### src/rtl/lew_pkg.sv
// Shared types and constants of the line editor with word wrap.
`default_nettype none

package lew_pkg;

  localparam int CFG_AW = 4;
  localparam int CFG_DW = 32;
  localparam int CMDQ_DEPTH = 2;

  localparam logic [1:0] REG_ERASE  = 2'd0;
  localparam logic [1:0] REG_KILL   = 2'd1;
  localparam logic [1:0] REG_WERASE = 2'd2;
  localparam logic [1:0] REG_END    = 2'd3;

  localparam logic [7:0] ERASE_RST  = 8'd127;
  localparam logic [7:0] KILL_RST   = 8'd21;
  localparam logic [7:0] WERASE_RST = 8'd23;
  localparam logic [7:0] END_RST    = 8'd4;

  localparam logic [7:0] CH_NUL   = 8'h00;
  localparam logic [7:0] CH_BEL   = 8'h07;
  localparam logic [7:0] CH_BS    = 8'h08;
  localparam logic [7:0] CH_LF    = 8'h0A;
  localparam logic [7:0] CH_CR    = 8'h0D;
  localparam logic [7:0] CH_ESC   = 8'h1B;
  localparam logic [7:0] CH_SP    = 8'h20;
  localparam logic [7:0] CH_ZERO  = 8'h30;
  localparam logic [7:0] CH_TWO   = 8'h32;
  localparam logic [7:0] CH_D     = 8'h44;
  localparam logic [7:0] CH_K     = 8'h4B;
  localparam logic [7:0] CH_LBR   = 8'h5B;
  localparam logic [7:0] CH_TILDE = 8'h7E;

  typedef enum logic [2:0] {
    OP_PRINT  = 3'd0,
    OP_ERASE  = 3'd1,
    OP_KILL   = 3'd2,
    OP_WERASE = 3'd3,
    OP_END    = 3'd4,
    OP_BEL    = 3'd5
  } op_t;

  typedef struct packed {
    op_t        op;
    logic [7:0] ch;
  } cmd_t;

  function automatic logic [7:0] fix_byte(op_t op, logic [2:0] step);
    logic [7:0] b;
    b = CH_NUL;
    case (op)
      OP_ERASE: b = (step == 3'd1) ? CH_SP : CH_BS;
      OP_KILL: begin
        case (step)
          3'd0:    b = CH_ESC;
          3'd1:    b = CH_LBR;
          3'd2:    b = CH_TWO;
          3'd3:    b = CH_K;
          default: b = CH_CR;
        endcase
      end
      OP_BEL:  b = CH_BEL;
      default: b = CH_NUL;
    endcase
    return b;
  endfunction

  function automatic logic [2:0] fix_last(op_t op);
    logic [2:0] s;
    case (op)
      OP_ERASE: s = 3'd2;
      OP_KILL:  s = 3'd4;
      default:  s = 3'd0;
    endcase
    return s;
  endfunction

endpackage

`default_nettype wire

### src/rtl/lew_ram.sv
// Generic single-write, single-read RAM with registered read data.
`default_nettype none

module lew_ram #(
  parameter int W = 7,
  parameter int D = 40
) (
  input  logic                 clk,
  input  logic                 wr_en,
  input  logic [$clog2(D)-1:0] wr_addr,
  input  logic [W-1:0]         wr_data,
  input  logic                 rd_en,
  input  logic [$clog2(D)-1:0] rd_addr,
  output logic [W-1:0]         rd_data
);

  logic [W-1:0] mem [D];

  always_ff @(posedge clk) begin
    if (wr_en) begin
      mem[wr_addr] <= wr_data;
    end
    if (rd_en) begin
      rd_data <= mem[rd_addr];
    end
  end

endmodule

`default_nettype wire

### src/rtl/lew_front.sv
// Front end: control registers, input classification and the command queue.
`default_nettype none

module lew_front (
  input  logic                       clk,
  input  logic                       rst_n,
  input  logic                       push,
  output logic                       full,
  input  logic [7:0]                 in_byte,
  input  logic                       psel,
  input  logic                       penable,
  input  logic                       pwrite,
  input  logic [lew_pkg::CFG_AW-1:0] paddr,
  input  logic [lew_pkg::CFG_DW-1:0] pwdata,
  output logic [lew_pkg::CFG_DW-1:0] prdata,
  output logic                       pready,
  output logic                       q_valid,
  output lew_pkg::cmd_t              q_head,
  input  logic                       q_pop
);

  import lew_pkg::*;

  localparam int QAW = $clog2(CMDQ_DEPTH);
  localparam int QCW = $clog2(CMDQ_DEPTH + 1);

  logic [7:0]     erase_r, erase_nxt;
  logic [7:0]     kill_r, kill_nxt;
  logic [7:0]     werase_r, werase_nxt;
  logic [7:0]     endc_r, endc_nxt;
  cmd_t           q_r [CMDQ_DEPTH];
  logic [QAW-1:0] wp_r, wp_nxt;
  logic [QAW-1:0] rp_r, rp_nxt;
  logic [QCW-1:0] qn_r, qn_nxt;
  logic           cfg_wr;
  logic           push_ok;
  logic           pop_ok;
  cmd_t           cmd;
  logic [7:0]     rd_sel;

  assign pready  = 1'b1;
  assign cfg_wr  = psel && penable && pwrite;
  assign full    = (qn_r == QCW'(CMDQ_DEPTH));
  assign q_valid = (qn_r != '0);
  assign q_head  = q_r[rp_r];
  assign push_ok = push && !full;
  assign pop_ok  = q_pop && q_valid;
  assign prdata  = {{(CFG_DW-8){1'b0}}, rd_sel};

  always_comb begin
    unique case (paddr[3:2])
      REG_ERASE:  rd_sel = erase_r;
      REG_KILL:   rd_sel = kill_r;
      REG_WERASE: rd_sel = werase_r;
      REG_END:    rd_sel = endc_r;
      default:    rd_sel = 8'h00;
    endcase
  end

  always_comb begin
    erase_nxt  = erase_r;
    kill_nxt   = kill_r;
    werase_nxt = werase_r;
    endc_nxt   = endc_r;
    if (cfg_wr) begin
      unique case (paddr[3:2])
        REG_ERASE:  erase_nxt  = pwdata[7:0];
        REG_KILL:   kill_nxt   = pwdata[7:0];
        REG_WERASE: werase_nxt = pwdata[7:0];
        REG_END:    endc_nxt   = pwdata[7:0];
        default:    erase_nxt  = erase_r;
      endcase
    end
  end

  always_comb begin
    cmd.ch = in_byte;
    if (in_byte >= CH_SP && in_byte <= CH_TILDE) begin
      cmd.op = OP_PRINT;
    end else if (in_byte == erase_r) begin
      cmd.op = OP_ERASE;
    end else if (in_byte == kill_r) begin
      cmd.op = OP_KILL;
    end else if (in_byte == werase_r) begin
      cmd.op = OP_WERASE;
    end else if (in_byte == endc_r) begin
      cmd.op = OP_END;
    end else begin
      cmd.op = OP_BEL;
    end
  end

  always_comb begin
    wp_nxt = push_ok ? wp_r + QAW'(1) : wp_r;
    rp_nxt = pop_ok ? rp_r + QAW'(1) : rp_r;
    qn_nxt = qn_r;
    if (push_ok && !pop_ok) begin
      qn_nxt = qn_r + QCW'(1);
    end else if (!push_ok && pop_ok) begin
      qn_nxt = qn_r - QCW'(1);
    end
  end

  always_ff @(posedge clk) begin
    if (!rst_n) begin
      erase_r  <= ERASE_RST;
      kill_r   <= KILL_RST;
      werase_r <= WERASE_RST;
      endc_r   <= END_RST;
      wp_r     <= '0;
      rp_r     <= '0;
      qn_r     <= '0;
    end else begin
      erase_r  <= erase_nxt;
      kill_r   <= kill_nxt;
      werase_r <= werase_nxt;
      endc_r   <= endc_nxt;
      wp_r     <= wp_nxt;
      rp_r     <= rp_nxt;
      qn_r     <= qn_nxt;
    end
  end

  always_ff @(posedge clk) begin
    if (push_ok) begin
      q_r[wp_r] <= cmd;
    end
  end

endmodule

`default_nettype wire

### src/rtl/lew_back.sv
// Back end: line store, word scans, wrap and echo sequencing, result register.
`default_nettype none

module lew_back #(
  parameter int LINE_LEN = 40
) (
  input  logic          clk,
  input  logic          rst_n,
  input  logic          q_valid,
  input  lew_pkg::cmd_t q_head,
  output logic          q_pop,
  input  logic          pop,
  output logic          empty,
  output logic [7:0]    out_byte,
  output logic          out_last,
  output logic          out_session_end
);

  import lew_pkg::*;

  localparam int CW = $clog2(LINE_LEN + 1);
  localparam int AW = $clog2(LINE_LEN);

  typedef enum logic [7:0] {
    S_IDLE  = 8'b0000_0001,
    S_SCANB = 8'b0000_0010,
    S_SCANF = 8'b0000_0100,
    S_CSI   = 8'b0000_1000,
    S_LF    = 8'b0001_0000,
    S_MOVE  = 8'b0010_0000,
    S_ECHO  = 8'b0100_0000,
    S_FIX   = 8'b1000_0000
  } state_t;

  state_t      state_r, state_nxt;
  op_t         op_r, op_nxt;
  logic [7:0]  ch_r, ch_nxt;
  logic [CW-1:0] cnt_r, cnt_nxt;
  logic        ended_r, ended_nxt;
  logic [CW-1:0] ws_r, ws_nxt;
  logic [CW-1:0] n_r, n_nxt;
  logic [CW-1:0] mi_r, mi_nxt;
  logic [2:0]  step_r, step_nxt;
  logic [AW-1:0] idx_r, idx_nxt;
  logic        iss_r, iss_nxt;
  logic        chk_r, chk_nxt;
  logic [AW-1:0] pos_r, pos_nxt;
  logic        psp_r, psp_nxt;
  logic        have_r, have_nxt;
  logic        wrap_r, wrap_nxt;
  logic        ov_r, ov_nxt;
  logic [7:0]  ob_r, ob_nxt;
  logic        ol_r, ol_nxt;
  logic        os_r, os_nxt;

  logic          rd_en;
  logic [AW-1:0] rd_addr;
  logic [6:0]    rd_data;
  logic          wr_en;
  logic [AW-1:0] wr_addr;
  logic [6:0]    wr_data;

  logic        em_ok;
  logic        em;
  logic [7:0]  em_byte;
  logic        em_last;
  logic        em_sess;

  logic [6:0]  n7;
  logic [14:0] prod;
  logic [3:0]  tens;
  logic [6:0]  ones7;
  logic [CW-1:0] src;
  logic [CW-1:0] lastpos;
  logic [CW-1:0] ws_b;
  logic [CW-1:0] ws_f;
  logic        is_sp;

  lew_ram #(.W(7), .D(LINE_LEN)) u_store (
    .clk     (clk),
    .wr_en   (wr_en),
    .wr_addr (wr_addr),
    .wr_data (wr_data),
    .rd_en   (rd_en),
    .rd_addr (rd_addr),
    .rd_data (rd_data)
  );

  assign em_ok   = !ov_r || pop;
  assign n7      = 7'(n_r);
  assign prod    = 15'(n7) * 15'd205;
  assign tens    = prod[14:11];
  assign ones7   = n7 - 7'(tens) * 7'd10;
  assign src     = ws_r + mi_r;
  assign lastpos = cnt_r - CW'(1);
  assign ws_b    = CW'(pos_r) + CW'(1);
  assign is_sp   = (rd_data == CH_SP[6:0]);
  assign ws_f    = (!is_sp && psp_r) ? CW'(pos_r) : ws_r;

  assign empty           = !ov_r;
  assign out_byte        = ob_r;
  assign out_last        = ol_r;
  assign out_session_end = os_r;

  always_comb begin
    state_nxt = state_r;
    op_nxt    = op_r;
    ch_nxt    = ch_r;
    cnt_nxt   = cnt_r;
    ended_nxt = ended_r;
    ws_nxt    = ws_r;
    n_nxt     = n_r;
    mi_nxt    = mi_r;
    step_nxt  = step_r;
    idx_nxt   = idx_r;
    iss_nxt   = iss_r;
    chk_nxt   = chk_r;
    pos_nxt   = pos_r;
    psp_nxt   = psp_r;
    have_nxt  = have_r;
    wrap_nxt  = wrap_r;
    q_pop     = 1'b0;
    rd_en     = 1'b0;
    rd_addr   = idx_r;
    wr_en     = 1'b0;
    wr_addr   = cnt_r[AW-1:0];
    wr_data   = ch_r[6:0];
    em        = 1'b0;
    em_byte   = CH_NUL;
    em_last   = 1'b0;
    em_sess   = 1'b0;

    unique case (state_r)
      S_IDLE: begin
        if (q_valid) begin
          q_pop    = 1'b1;
          ch_nxt   = q_head.ch;
          op_nxt   = q_head.op;
          step_nxt = '0;
          if (!ended_r) begin
            unique case (q_head.op)
              OP_PRINT: begin
                if (cnt_r == CW'(LINE_LEN)) begin
                  idx_nxt   = AW'(LINE_LEN - 1);
                  iss_nxt   = 1'b1;
                  chk_nxt   = 1'b0;
                  state_nxt = S_SCANB;
                end else begin
                  state_nxt = S_ECHO;
                end
              end
              OP_ERASE: begin
                if (cnt_r != '0) begin
                  cnt_nxt   = cnt_r - CW'(1);
                  state_nxt = S_FIX;
                end
              end
              OP_KILL: begin
                cnt_nxt   = '0;
                state_nxt = S_FIX;
              end
              OP_WERASE: begin
                wrap_nxt = 1'b0;
                ws_nxt   = '0;
                if (cnt_r == '0) begin
                  n_nxt     = '0;
                  state_nxt = S_CSI;
                end else begin
                  idx_nxt   = '0;
                  iss_nxt   = 1'b1;
                  chk_nxt   = 1'b0;
                  psp_nxt   = 1'b1;
                  state_nxt = S_SCANF;
                end
              end
              OP_END: begin
                if (cnt_r == '0) begin
                  ended_nxt = 1'b1;
                  state_nxt = S_FIX;
                end
              end
              OP_BEL:  state_nxt = S_FIX;
              default: state_nxt = S_IDLE;
            endcase
          end
        end
      end

      S_SCANB: begin
        rd_en   = iss_r;
        chk_nxt = iss_r;
        if (iss_r) begin
          pos_nxt = idx_r;
          if (idx_r == '0) begin
            iss_nxt = 1'b0;
          end else begin
            idx_nxt = idx_r - AW'(1);
          end
        end
        if (chk_r && (is_sp || pos_r == '0)) begin
          iss_nxt  = 1'b0;
          chk_nxt  = 1'b0;
          step_nxt = '0;
          if (is_sp && ws_b != CW'(LINE_LEN)) begin
            ws_nxt    = ws_b;
            n_nxt     = CW'(LINE_LEN) - ws_b;
            wrap_nxt  = 1'b1;
            state_nxt = S_CSI;
          end else begin
            wrap_nxt  = 1'b0;
            state_nxt = S_LF;
          end
        end
      end

      S_SCANF: begin
        rd_en   = iss_r;
        chk_nxt = iss_r;
        if (iss_r) begin
          pos_nxt = idx_r;
          if (CW'(idx_r) == lastpos) begin
            iss_nxt = 1'b0;
          end else begin
            idx_nxt = idx_r + AW'(1);
          end
        end
        if (chk_r) begin
          ws_nxt  = ws_f;
          psp_nxt = is_sp;
          if (CW'(pos_r) == lastpos) begin
            chk_nxt   = 1'b0;
            n_nxt     = cnt_r - ws_f;
            cnt_nxt   = ws_f;
            step_nxt  = '0;
            state_nxt = S_CSI;
          end
        end
      end

      S_CSI: begin
        if (em_ok) begin
          em = 1'b1;
          case (step_r)
            3'd0:    em_byte = CH_ESC;
            3'd1:    em_byte = CH_LBR;
            3'd2:    em_byte = CH_ZERO | {4'h0, tens};
            3'd3:    em_byte = CH_ZERO | {4'h0, ones7[3:0]};
            3'd4:    em_byte = CH_D;
            3'd5:    em_byte = CH_ESC;
            3'd6:    em_byte = CH_LBR;
            default: em_byte = CH_K;
          endcase
          if (step_r == 3'd7) begin
            em_last   = !wrap_r;
            state_nxt = wrap_r ? S_LF : S_IDLE;
          end else if (step_r == 3'd1 && tens == 4'd0) begin
            step_nxt = 3'd3;
          end else begin
            step_nxt = step_r + 3'd1;
          end
        end
      end

      S_LF: begin
        if (em_ok) begin
          em      = 1'b1;
          em_byte = CH_LF;
          if (wrap_r) begin
            mi_nxt    = '0;
            have_nxt  = 1'b0;
            state_nxt = S_MOVE;
          end else begin
            cnt_nxt   = '0;
            state_nxt = S_ECHO;
          end
        end
      end

      S_MOVE: begin
        rd_addr = src[AW-1:0];
        if (!have_r) begin
          rd_en    = 1'b1;
          have_nxt = 1'b1;
        end else if (em_ok) begin
          em      = 1'b1;
          em_byte = {1'b0, rd_data};
          wr_en   = 1'b1;
          wr_addr = mi_r[AW-1:0];
          wr_data = rd_data;
          if (mi_r + CW'(1) == n_r) begin
            have_nxt  = 1'b0;
            cnt_nxt   = n_r;
            state_nxt = S_ECHO;
          end else begin
            mi_nxt  = mi_r + CW'(1);
            rd_en   = 1'b1;
            rd_addr = AW'(src + CW'(1));
          end
        end
      end

      S_ECHO: begin
        if (em_ok) begin
          em        = 1'b1;
          em_byte   = ch_r;
          em_last   = 1'b1;
          wr_en     = 1'b1;
          cnt_nxt   = cnt_r + CW'(1);
          state_nxt = S_IDLE;
        end
      end

      S_FIX: begin
        if (em_ok) begin
          em      = 1'b1;
          em_byte = fix_byte(op_r, step_r);
          em_sess = (op_r == OP_END);
          if (step_r == fix_last(op_r)) begin
            em_last   = 1'b1;
            state_nxt = S_IDLE;
          end else begin
            step_nxt = step_r + 3'd1;
          end
        end
      end

      default: state_nxt = S_IDLE;
    endcase
  end

  always_comb begin
    ov_nxt = ov_r;
    ob_nxt = ob_r;
    ol_nxt = ol_r;
    os_nxt = os_r;
    if (pop && ov_r) begin
      ov_nxt = 1'b0;
    end
    if (em) begin
      ov_nxt = 1'b1;
      ob_nxt = em_byte;
      ol_nxt = em_last;
      os_nxt = em_sess;
    end
  end

  always_ff @(posedge clk) begin
    if (!rst_n) begin
      state_r <= S_IDLE;
      cnt_r   <= '0;
      ended_r <= 1'b0;
      iss_r   <= 1'b0;
      chk_r   <= 1'b0;
      have_r  <= 1'b0;
      ov_r    <= 1'b0;
    end else begin
      state_r <= state_nxt;
      cnt_r   <= cnt_nxt;
      ended_r <= ended_nxt;
      iss_r   <= iss_nxt;
      chk_r   <= chk_nxt;
      have_r  <= have_nxt;
      ov_r    <= ov_nxt;
    end
  end

  always_ff @(posedge clk) begin
    op_r   <= op_nxt;
    ch_r   <= ch_nxt;
    ws_r   <= ws_nxt;
    n_r    <= n_nxt;
    mi_r   <= mi_nxt;
    step_r <= step_nxt;
    idx_r  <= idx_nxt;
    pos_r  <= pos_nxt;
    psp_r  <= psp_nxt;
    wrap_r <= wrap_nxt;
    ob_r   <= ob_nxt;
    ol_r   <= ol_nxt;
    os_r   <= os_nxt;
  end

  a_cnt_bound: assert property (@(posedge clk) disable iff (!rst_n)
    cnt_r <= CW'(LINE_LEN))
    else $error("line count beyond line length");

  a_ended_sticky: assert property (@(posedge clk) disable iff (!rst_n)
    ended_r |=> ended_r)
    else $error("session end flag dropped");

  a_wr_range: assert property (@(posedge clk) disable iff (!rst_n)
    wr_en |-> ({1'b0, wr_addr} < (AW+1)'(LINE_LEN)))
    else $error("line store write out of range");

  a_end_marker: assert property (@(posedge clk) disable iff (!rst_n)
    (ov_r && os_r) |-> (ob_r == CH_NUL && ol_r))
    else $error("malformed end marker");

endmodule

`default_nettype wire

### src/rtl/line_editor_word_wrap.sv
// Top level of the line editor with word wrap.
// Keyboard bytes go in through push/full and echo bytes come out one per
// item through empty/pop, each with out_last on the final byte caused by
// an input byte and out_session_end on the end marker. Input bytes are
// classified and queued two deep, so typing can run ahead of the echo.
// A printable byte on a non-full line is dispatched and then echoed;
// erase, kill, bell and end are dispatched and then emit their bytes in
// turn. Word erase walks the line store through its single read port,
// one entry a cycle, before its at most eight bytes. A wrap scans back
// from the end of the line for a space, emits its escape sequence and
// line feed, then moves the word at one character a cycle unless the
// echo output stalls, after a priming read. The output register
// decouples the pop side.
`default_nettype none

module line_editor_word_wrap #(
  parameter int LINE_LEN = 40
) (
  input  logic                       clk,
  input  logic                       rst_n,
  input  logic                       push,
  output logic                       full,
  input  logic [7:0]                 in_byte,
  output logic                       empty,
  input  logic                       pop,
  output logic [7:0]                 out_byte,
  output logic                       out_last,
  output logic                       out_session_end,
  input  logic                       psel,
  input  logic                       penable,
  input  logic                       pwrite,
  input  logic [lew_pkg::CFG_AW-1:0] paddr,
  input  logic [lew_pkg::CFG_DW-1:0] pwdata,
  output logic [lew_pkg::CFG_DW-1:0] prdata,
  output logic                       pready
);

  import lew_pkg::*;

  logic q_valid;
  cmd_t q_head;
  logic q_pop;

  lew_front u_front (
    .clk     (clk),
    .rst_n   (rst_n),
    .push    (push),
    .full    (full),
    .in_byte (in_byte),
    .psel    (psel),
    .penable (penable),
    .pwrite  (pwrite),
    .paddr   (paddr),
    .pwdata  (pwdata),
    .prdata  (prdata),
    .pready  (pready),
    .q_valid (q_valid),
    .q_head  (q_head),
    .q_pop   (q_pop)
  );

  lew_back #(.LINE_LEN(LINE_LEN)) u_back (
    .clk             (clk),
    .rst_n           (rst_n),
    .q_valid         (q_valid),
    .q_head          (q_head),
    .q_pop           (q_pop),
    .pop             (pop),
    .empty           (empty),
    .out_byte        (out_byte),
    .out_last        (out_last),
    .out_session_end (out_session_end)
  );

endmodule

`default_nettype wire
### config.mk
export PLATFORM = sky130hd
export DESIGN_NAME = line_editor_word_wrap
export DESIGN_NICKNAME = d
export VERILOG_FILES = /design/src/rtl/lew_pkg.sv /design/src/rtl/lew_ram.sv /design/src/rtl/lew_front.sv /design/src/rtl/lew_back.sv /design/src/rtl/line_editor_word_wrap.sv
export SDC_FILE = /design/constraint.sdc
export NUM_CORES = 1
export LEC_CHECK = 0
export BUFFER_PORTS_ARGS = -buffer_cell sky130_fd_sc_hd__buf_2
export CAP_MARGIN = 20
export CELL_PAD_IN_SITES_DETAIL_PLACEMENT = 0
export CELL_PAD_IN_SITES_GLOBAL_PLACEMENT = 2
export CORE_ASPECT_RATIO = 2
export CORE_MARGIN = 4
export CORE_UTILIZATION = 35
export CTS_CLUSTER_SIZE = 20
export DETAILED_ROUTE_END_ITERATION = 16
export PLACE_DENSITY_LB_ADDON = 0.15
export SLEW_MARGIN = 30
export SYNTH_ARGS = -nofsm -noshare
export SYNTH_HDL_FRONTEND = slang
export SYNTH_SLANG_ARGS = --single-unit
### constraint.sdc
create_clock -name clk -period 10.2 [get_ports clk]
set_clock_uncertainty 0.05 [all_clocks]
set_input_delay 2.04 -clock clk [delete_from_list [all_inputs] [get_ports clk]]
set_output_delay 2.04 -clock clk [all_outputs]
set_load 0.01 [all_outputs]
==> impl_metrics.py, run 1 <==
metrics = {
    "outcome": {
        "status": "finished clean",
    },
    "synth": {
        "synth_area_sq_mm": 0.02099,
        "synthFlopType": "edfxtp_1",
        "synthSimpleGateAreaFrac_pct": 9.544,
        "ys_seq_area_share_pct": 57.56,
        "ys_ff_latch": 421,
        "synthMuxAreaShare_pct": 12.90,
        "synth_top_area_share_pct": 52.22,
        "ys_async_sr_fraction_pct": 0,
        "synth_edf_count": 365,
        "synth_fa_ha_area_share_pct": 3.994,
        "yosysTopAreaCell": "edfxtp_1",
        "yosys.cell_count.top_type": "edfxtp_1",
        "synth_cell_types": 90,
        "avgSynthCellArea_sq_um": 12.80,
        "netlist_top_cells_count": "edfxtp_1, mux2i_1, nand2_1, nor2_1, dfxtp_1",
        "yosys-top-cells-area": "edfxtp_1, mux2i_1, dfxtp_1",
        "synth_top_family_by_area": "multiplexers",
        "synth_compound_area_share_pct": 8.006,
        "synth_xor_area_share_pct": 4.525,
        "syn_inst": 1640,
        "ys_warn_count": 0,
    },
    "timing": {
        "min_period_ns": 5.753,
        "hold_ws_ns": 0.4517,
        "fin_crit_sh_pct": 56.40,
        "drv_slew": 0,
        "setup_violations": 0,
        "setup_tns_ns": 0,
        "slew_headroom_pct": 31.47,
        "rsz0062_at_grt": "no",
        "hold_viol": 0,
        "timing.fmax_mhz": 173.8,
        "worst_slew_pin_slew_ns": 0.9993,
    },
    "cts": {
        "cts-hold-fix-buffers": 0,
        "cts-root-buf": "clkbuf_16",
        "htreeDepth": 2,
        "cts_sinks": 421,
        "numCtsBuffers": 39,
        "worstSkewPairLatency_ns": 0.58,
        "cts_resized": 0,
        "cts_tree": "yes",
        "cts_setup_buffers": 0,
        "cts_buffer_depth": 3,
        "clk_pin_slew_ns": 0.07,
    },
    "run": {
        "cap_violations": 0,
    },
    "routing": {
        "viasPerCell": 5.191,
        "wire_per_inst_microns": 23.38,
        "drt_iter0_markers": 631,
        "drc_errors": 0,
        "ant_nets": 0,
        "vias": 12800,
        "dr.pass1.iters": 4,
        "wl_microns": 57640,
    },
    "die": {
        "num_io_pins": 96,
        "coreArea_sq_mm": 0.05928,
        "fp.dieH_microns": 354.3,
        "die_w_microns": 181.2,
        "die_area_sq_mm": 0.06419,
        "rows": 126,
        "initial_utilization_pct": 35.41,
    },
    "placement": {
        "place.gp.congestion": 0.8024,
        "place_area_sq_mm": 0.02191,
        "port-buffer-count": 44,
        "dp_hpwl_microns": 42390,
    },
    "setup_path": {
        "worst_ep_arrival_time_ns": 5.98,
        "cp_cell_sequence": "buf_2 -> nand2b_1 -> nand3b_1 -> or2_0 -> o221a_2 -> nand2_4 -> buf_12 -> mux2_2 -> nor2_1 -> a2111o_1 -> and4_1 -> a211oi_1",
        "start_kind": "primary input",
        "required_ns": 10.43,
        "crit_path_top_delay_cell": "buf_12",
        "cp_max_fo": 120,
        "critPathKind": "in2reg",
        "end_kind": "register",
        "cpPeakStageDelay_ns": 0.55,
    },
    "power_and_ir_drop": {
        "power.density_mw_per_mm2": 210.8,
        "total_leakage_power_nw": 8.603,
        "power_w": 0.004886,
        "ir_worst_vdd_mv": 0.1256,
    },
    "layout": {
        "area_growth_pct": 10.42,
        "diodes": 0,
        "fin_area_sq_mm": 0.02318,
        "drive_gt1_share_pct": 11.96,
        "finalNetCount": 1779,
    },
    "min_path": {
        "worstHoldPathType": "reg2reg",
    },
    "global_routing": {
        "grt_antenna_before_repair": 0,
        "grt-ovfl-total": 0,
        "grt_pass1_wl_microns": 85680,
        "grt_max_degree": 121,
        "track_usage_pct": 17.71,
        "first_global_vias": 13320,
    },
}
-- worst max-delay path, delay by kind of cell --
family,cells,cell delay (ns)
buffers and inverters,2,0.64
AND/OR/NAND/NOR,6,1.53
AO/OA/AOI/OAI,3,1.24
multiplexers,1,0.29
-- worst paths after layout --
path	from	to	slack [ns]	cells after the start
max reg2reg	u_back.n_r[3]	u_back.out_byte[3]	5.08	15
min reg2reg	u_front.erase_r[2]	u_front.erase_r[2]	0.45	2
min	u_front.erase_r[2]	u_front.erase_r[2]	0.45	2
max	pop	u_back.u_store.rd_data[5]	4.45	12
-- power by group --
part	total, W	internal [W]	switching, W
registers	0.00223	0.00211	0.000116
clock network	0.00147	0.000795	0.000679
logic	0.00119	0.000419	0.000767
-- layout by cell type (no fill, tap or decap), types with 25 or more instances in the layout --
cell,instances
clkbuf_16,39
dfxtp_1,56
xnor2_1,40
edfxtp_1,365
nand2_1,143
ha_1,51
conb_1,25
mux2_2,39
a21oi_1,53
inv_1,41
xor2_1,55
o21ai_0,36
buf_2,44
nand3_1,30
mux2i_1,206
nor2_1,113
-- final cells by class --
type                       count  area [sq um]
fill                        5788         36100
clock buffer                  45         998.5
timing repair buffer          67         405.4
clock inverter                26         267.8
multi-input combinational   1097          8308
sequential                   421         12080
inverter                      41         153.9
tap                          768         960.9
-- logic make-up (layout without fill, tap and decap cells) --
group           count (synthesis)  count (layout)
mux                           255             255
fa+ha+maj                      61              61
xor+xnor                      100             100
buf+inv                       145             179
compound gates                240             240
simple gates                  416             416
flops                         421             421
other cells                     2              25
-- metrics by stage --
step | worst slack, ns | std cells | utilization, %
after floorplan | 5.010 | 1663 | -
after global placement | 4.039 | 2394 | 36.95
after detailed placement | 3.970 | 2394 | 36.96
after CTS | 4.548 | 2465 | 39.09
after global routing | 4.404 | 2465 | 39.10
final | 4.447 | 2465 | 39.10
-- state kept, by name, summed over array words and instances (netlist names), 7 cells and up, named ones only --
register                flops
u_front.q_r                22
u_front.kill_r              8
u_back.u_store.rd_data      7
u_back.state_r              8
u_front.werase_r            8
u_front.erase_r             8
u_front.endc_r              8
u_back.ch_r                 8
u_back.out_byte             8
u_back.u_store.mem        280
-- per-layer routing --
metal	up-vias	GRT usage [%]	share of wire (%)
met2	217	37.74	61
met5	-	0	0
met3	91	1.907	2.7
met1	6371	16.47	33
met4	0	6.836	3.9
li1	6117	-	-
Power figures use the tool's default switching activity.
==> inputs of run 2 (changes only) <==
==> constraint.sdc (replaced) <==
create_clock -name clk -period 5.3 [get_ports clk]
set_clock_uncertainty 0.05 [all_clocks]
set_input_delay 1.06 -clock clk [delete_from_list [all_inputs] [get_ports clk]]
set_output_delay 1.06 -clock clk [all_outputs]
set_load 0.01 [all_outputs]
==> run 2 against run 1 <==
Worst setup slack got worse by 4.0 ns. Flip-flop and latch count unchanged. Design area grew 2.5%. First-iteration DRC count fell by 17%. Cell count rose by 2.2%. Worst hold slack worse by 0.0058 ns. Combinational power grew 99%. Sequential power grew 91%. Clock power is 110% higher. Non-clock buffer count rose by 53. Global-route usage up 0.61 points.
==> impl_metrics.py, run 2 (synthesis gave the netlist of run 1 again) <==
metrics = {
    "die": {
        "rows": 126,
        "num_io_pins": 96,
        "coreArea_sq_mm": 0.05928,
        "initial_utilization_pct": 35.41,
        "die_w_microns": 181.2,
        "die_area_sq_mm": 0.06419,
        "fp.dieH_microns": 354.3,
    },
    "placement": {
        "port-buffer-count": 44,
        "place_area_sq_mm": 0.02236,
        "dp_hpwl_microns": 44870,
        "place.gp.congestion": 0.8016,
        "dp_cells": 2447,
    },
    "timing": {
        "rsz0062_at_grt": "no",
        "fin_crit_sh_pct": 91.35,
        "min_period_ns": 4.841,
        "slew_headroom_pct": 44.09,
        "drv_slew": 0,
        "setup_tns_ns": 0,
        "setup_violations": 0,
        "worst_slew_pin_slew_ns": 0.8154,
        "timing.fmax_mhz": 206.6,
        "hold_ws_ns": 0.4459,
        "hold_viol": 0,
    },
    "global_routing": {
        "track_usage_pct": 18.31,
        "grt-ovfl-total": 0,
        "grt_antenna_before_repair": 0,
        "grt_max_degree": 46,
        "grt_pass1_wl_microns": 88560,
        "first_global_vias": 13830,
    },
    "power_and_ir_drop": {
        "power_frac_comb_pct": 24.4,
        "clockPowerShare_pct": 31.9,
        "p_seq_share_pct": 43.8,
        "switching_share_pct": 30.80,
        "power.density_mw_per_mm2": 410.3,
        "intPower_w": 0.006746,
        "total_leakage_power_nw": 8.960,
        "ir_worst_vdd_mv": 0.2113,
        "p_sw_w": 0.003003,
    },
    "cts": {
        "cts_sinks": 421,
        "htreeDepth": 2,
        "cts-root-buf": "clkbuf_16",
        "cts-hold-fix-buffers": 0,
        "cts_tree": "yes",
        "cts_setup_buffers": 0,
        "numCtsBuffers": 39,
        "clk_pin_slew_ns": 0.08,
        "cts_resized": 0,
        "worstSkewPairLatency_ns": 0.56,
        "cts_buffer_depth": 3,
    },
    "layout": {
        "fin_area_sq_mm": 0.02376,
        "largest_reg_flops": 280,
        "finalNetCount": 1832,
        "instances_no_fill": 2518,
        "drive_gt1_share_pct": 14.57,
        "layout_commonest_cell": "edfxtp_1",
        "final_cell_mix": "edfxtp_1, mux2i_1, nand2_1",
        "biggestRegsByFlops": "u_back.u_store.mem: 280 flops, u_front.q_r: 22 flops",
        "area_growth_pct": 13.20,
        "n_fill_cell": 5795,
        "diodes": 0,
        "regMostFlops": "u_back.u_store.mem",
    },
    "setup_path": {
        "r2r_setup_slack_ns": 0.46,
        "cp_cell_sequence": "buf_4 -> ha_1 -> fa_1 -> ha_1 -> ha_1 -> a21o_1 -> a21oi_1 -> o21ai_0 -> a211oi_1 -> nor2_1 -> ha_1 -> fa_1 -> xor2_1 -> xnor3_1 -> o31ai_1",
        "reg2reg_to": "u_back.out_byte[3]",
        "end_kind": "register",
        "r2r-start": "u_back.n_r[3]",
        "cp_max_fo": 4,
        "path_common_cell": "ha_1",
        "start_kind": "register",
        "required_ns": 5.62,
        "critPathKind": "reg2reg",
        "worst_ep_arrival_time_ns": 5.16,
        "crit_path_top_delay_cell": "edfxtp_1",
        "reg2reg_depth": 15,
        "cpPeakStageDelay_ns": 0.51,
    },
    "routing": {
        "wl_microns": 59410,
        "ant_nets": 0,
        "viasPerCell": 5.166,
        "wire_per_inst_microns": 23.60,
        "dr.pass1.iters": 5,
        "drt_iter0_markers": 525,
        "drc_errors": 0,
        "vias": 13010,
    },
    "run": {
        "cap_violations": 0,
    },
    "min_path": {
        "worstHoldPathType": "reg2reg",
        "hold_end": "u_front.erase_r[3]",
        "holdPathStages": 2,
        "worstHoldStart": "u_front.erase_r[3]",
    },
    "outcome": {
        "status": "finished clean",
    },
}
run 2: cell types whose count changed in the layout (fill, tap and decap cells not counted), moves of 3 or more:
| cell | delta |
|---|---|
| buf_12 | +5 |
| buf_4 | +48 |
| bufinv_16 | +6 |
| clkinv_4 | -3 |
run 2: worst max-delay path by stage:
stage	from	endpoint	slack (ns)	cells past startpoint
2_1_floorplan	u_back.n_r[3]	u_back.out_byte[3]	0.99	15
3_3_place_gp	u_back.n_r[3]	u_back.out_byte[3]	0.57	15
3_5_place_dp	u_back.n_r[3]	u_back.out_byte[3]	0.47	15
4_1_cts	u_back.n_r[3]	u_back.out_byte[3]	0.45	15
5_1_grt	u_back.n_r[3]	u_back.out_byte[3]	0.23	15
6_report	u_back.n_r[3]	u_back.out_byte[3]	0.46	15
run 2: power groups by stage:
stage | Clock (W) | Sequential [W] | Combinational (W)
2_1_floorplan | 0 | 0.00422 | 0.00166
3_5_place_dp | 0 | 0.00434 | 0.00241
6_report | 0.00311 | 0.00427 | 0.00237
3_3_place_gp | 0 | 0.00434 | 0.00239
5_1_grt | 0.00331 | 0.00429 | 0.00263
4_1_cts | 0.00319 | 0.00427 | 0.00242
run 2: layout make-up:
class	instances	area (sq um)	area share (%)
tap	768	960.9	4.044
clock buffer	46	1023	4.308
timing repair buffer	120	865.8	3.644
clock inverter	25	371.6	1.564
sequential	421	12080	50.85
inverter	41	153.9	0.6477
multi-input combinational	1097	8303	34.94
run 2: critical path, delay by kind of cell (launching register included):
family / cells / cell delay [ns]
AOI/OAI and AO/OA: 5 / 1.09
buffers and inverters: 1 / 0.22
DFF: 1 / 0.51
xor gates and xnor gates: 2 / 0.53
and+or+nand+nor: 1 / 0.16
adders and majority gates: 6 / 2.08
run 2: metal layers:
layer	vias to the layer above	GRT usage, %	share of wire [%]
met3	127	2.040	2.5
li1	6224	-	-
met4	0	9.781	6.0
met1	6421	16.86	32
met5	-	0	0
met2	236	37.84	59
run 2: stage by stage:
step,setup WS [ns],total power [W],utilization (%)
4_1_cts,0.4489,0.009883,40.08
3_5_place_dp,0.4672,0.006749,37.73
3_3_place_gp,0.5740,0.006727,37.73
5_1_grt,0.2347,0.01023,40.08
6_report,0.4587,0.009749,40.08
2_1_floorplan,0.9943,0.005885,-
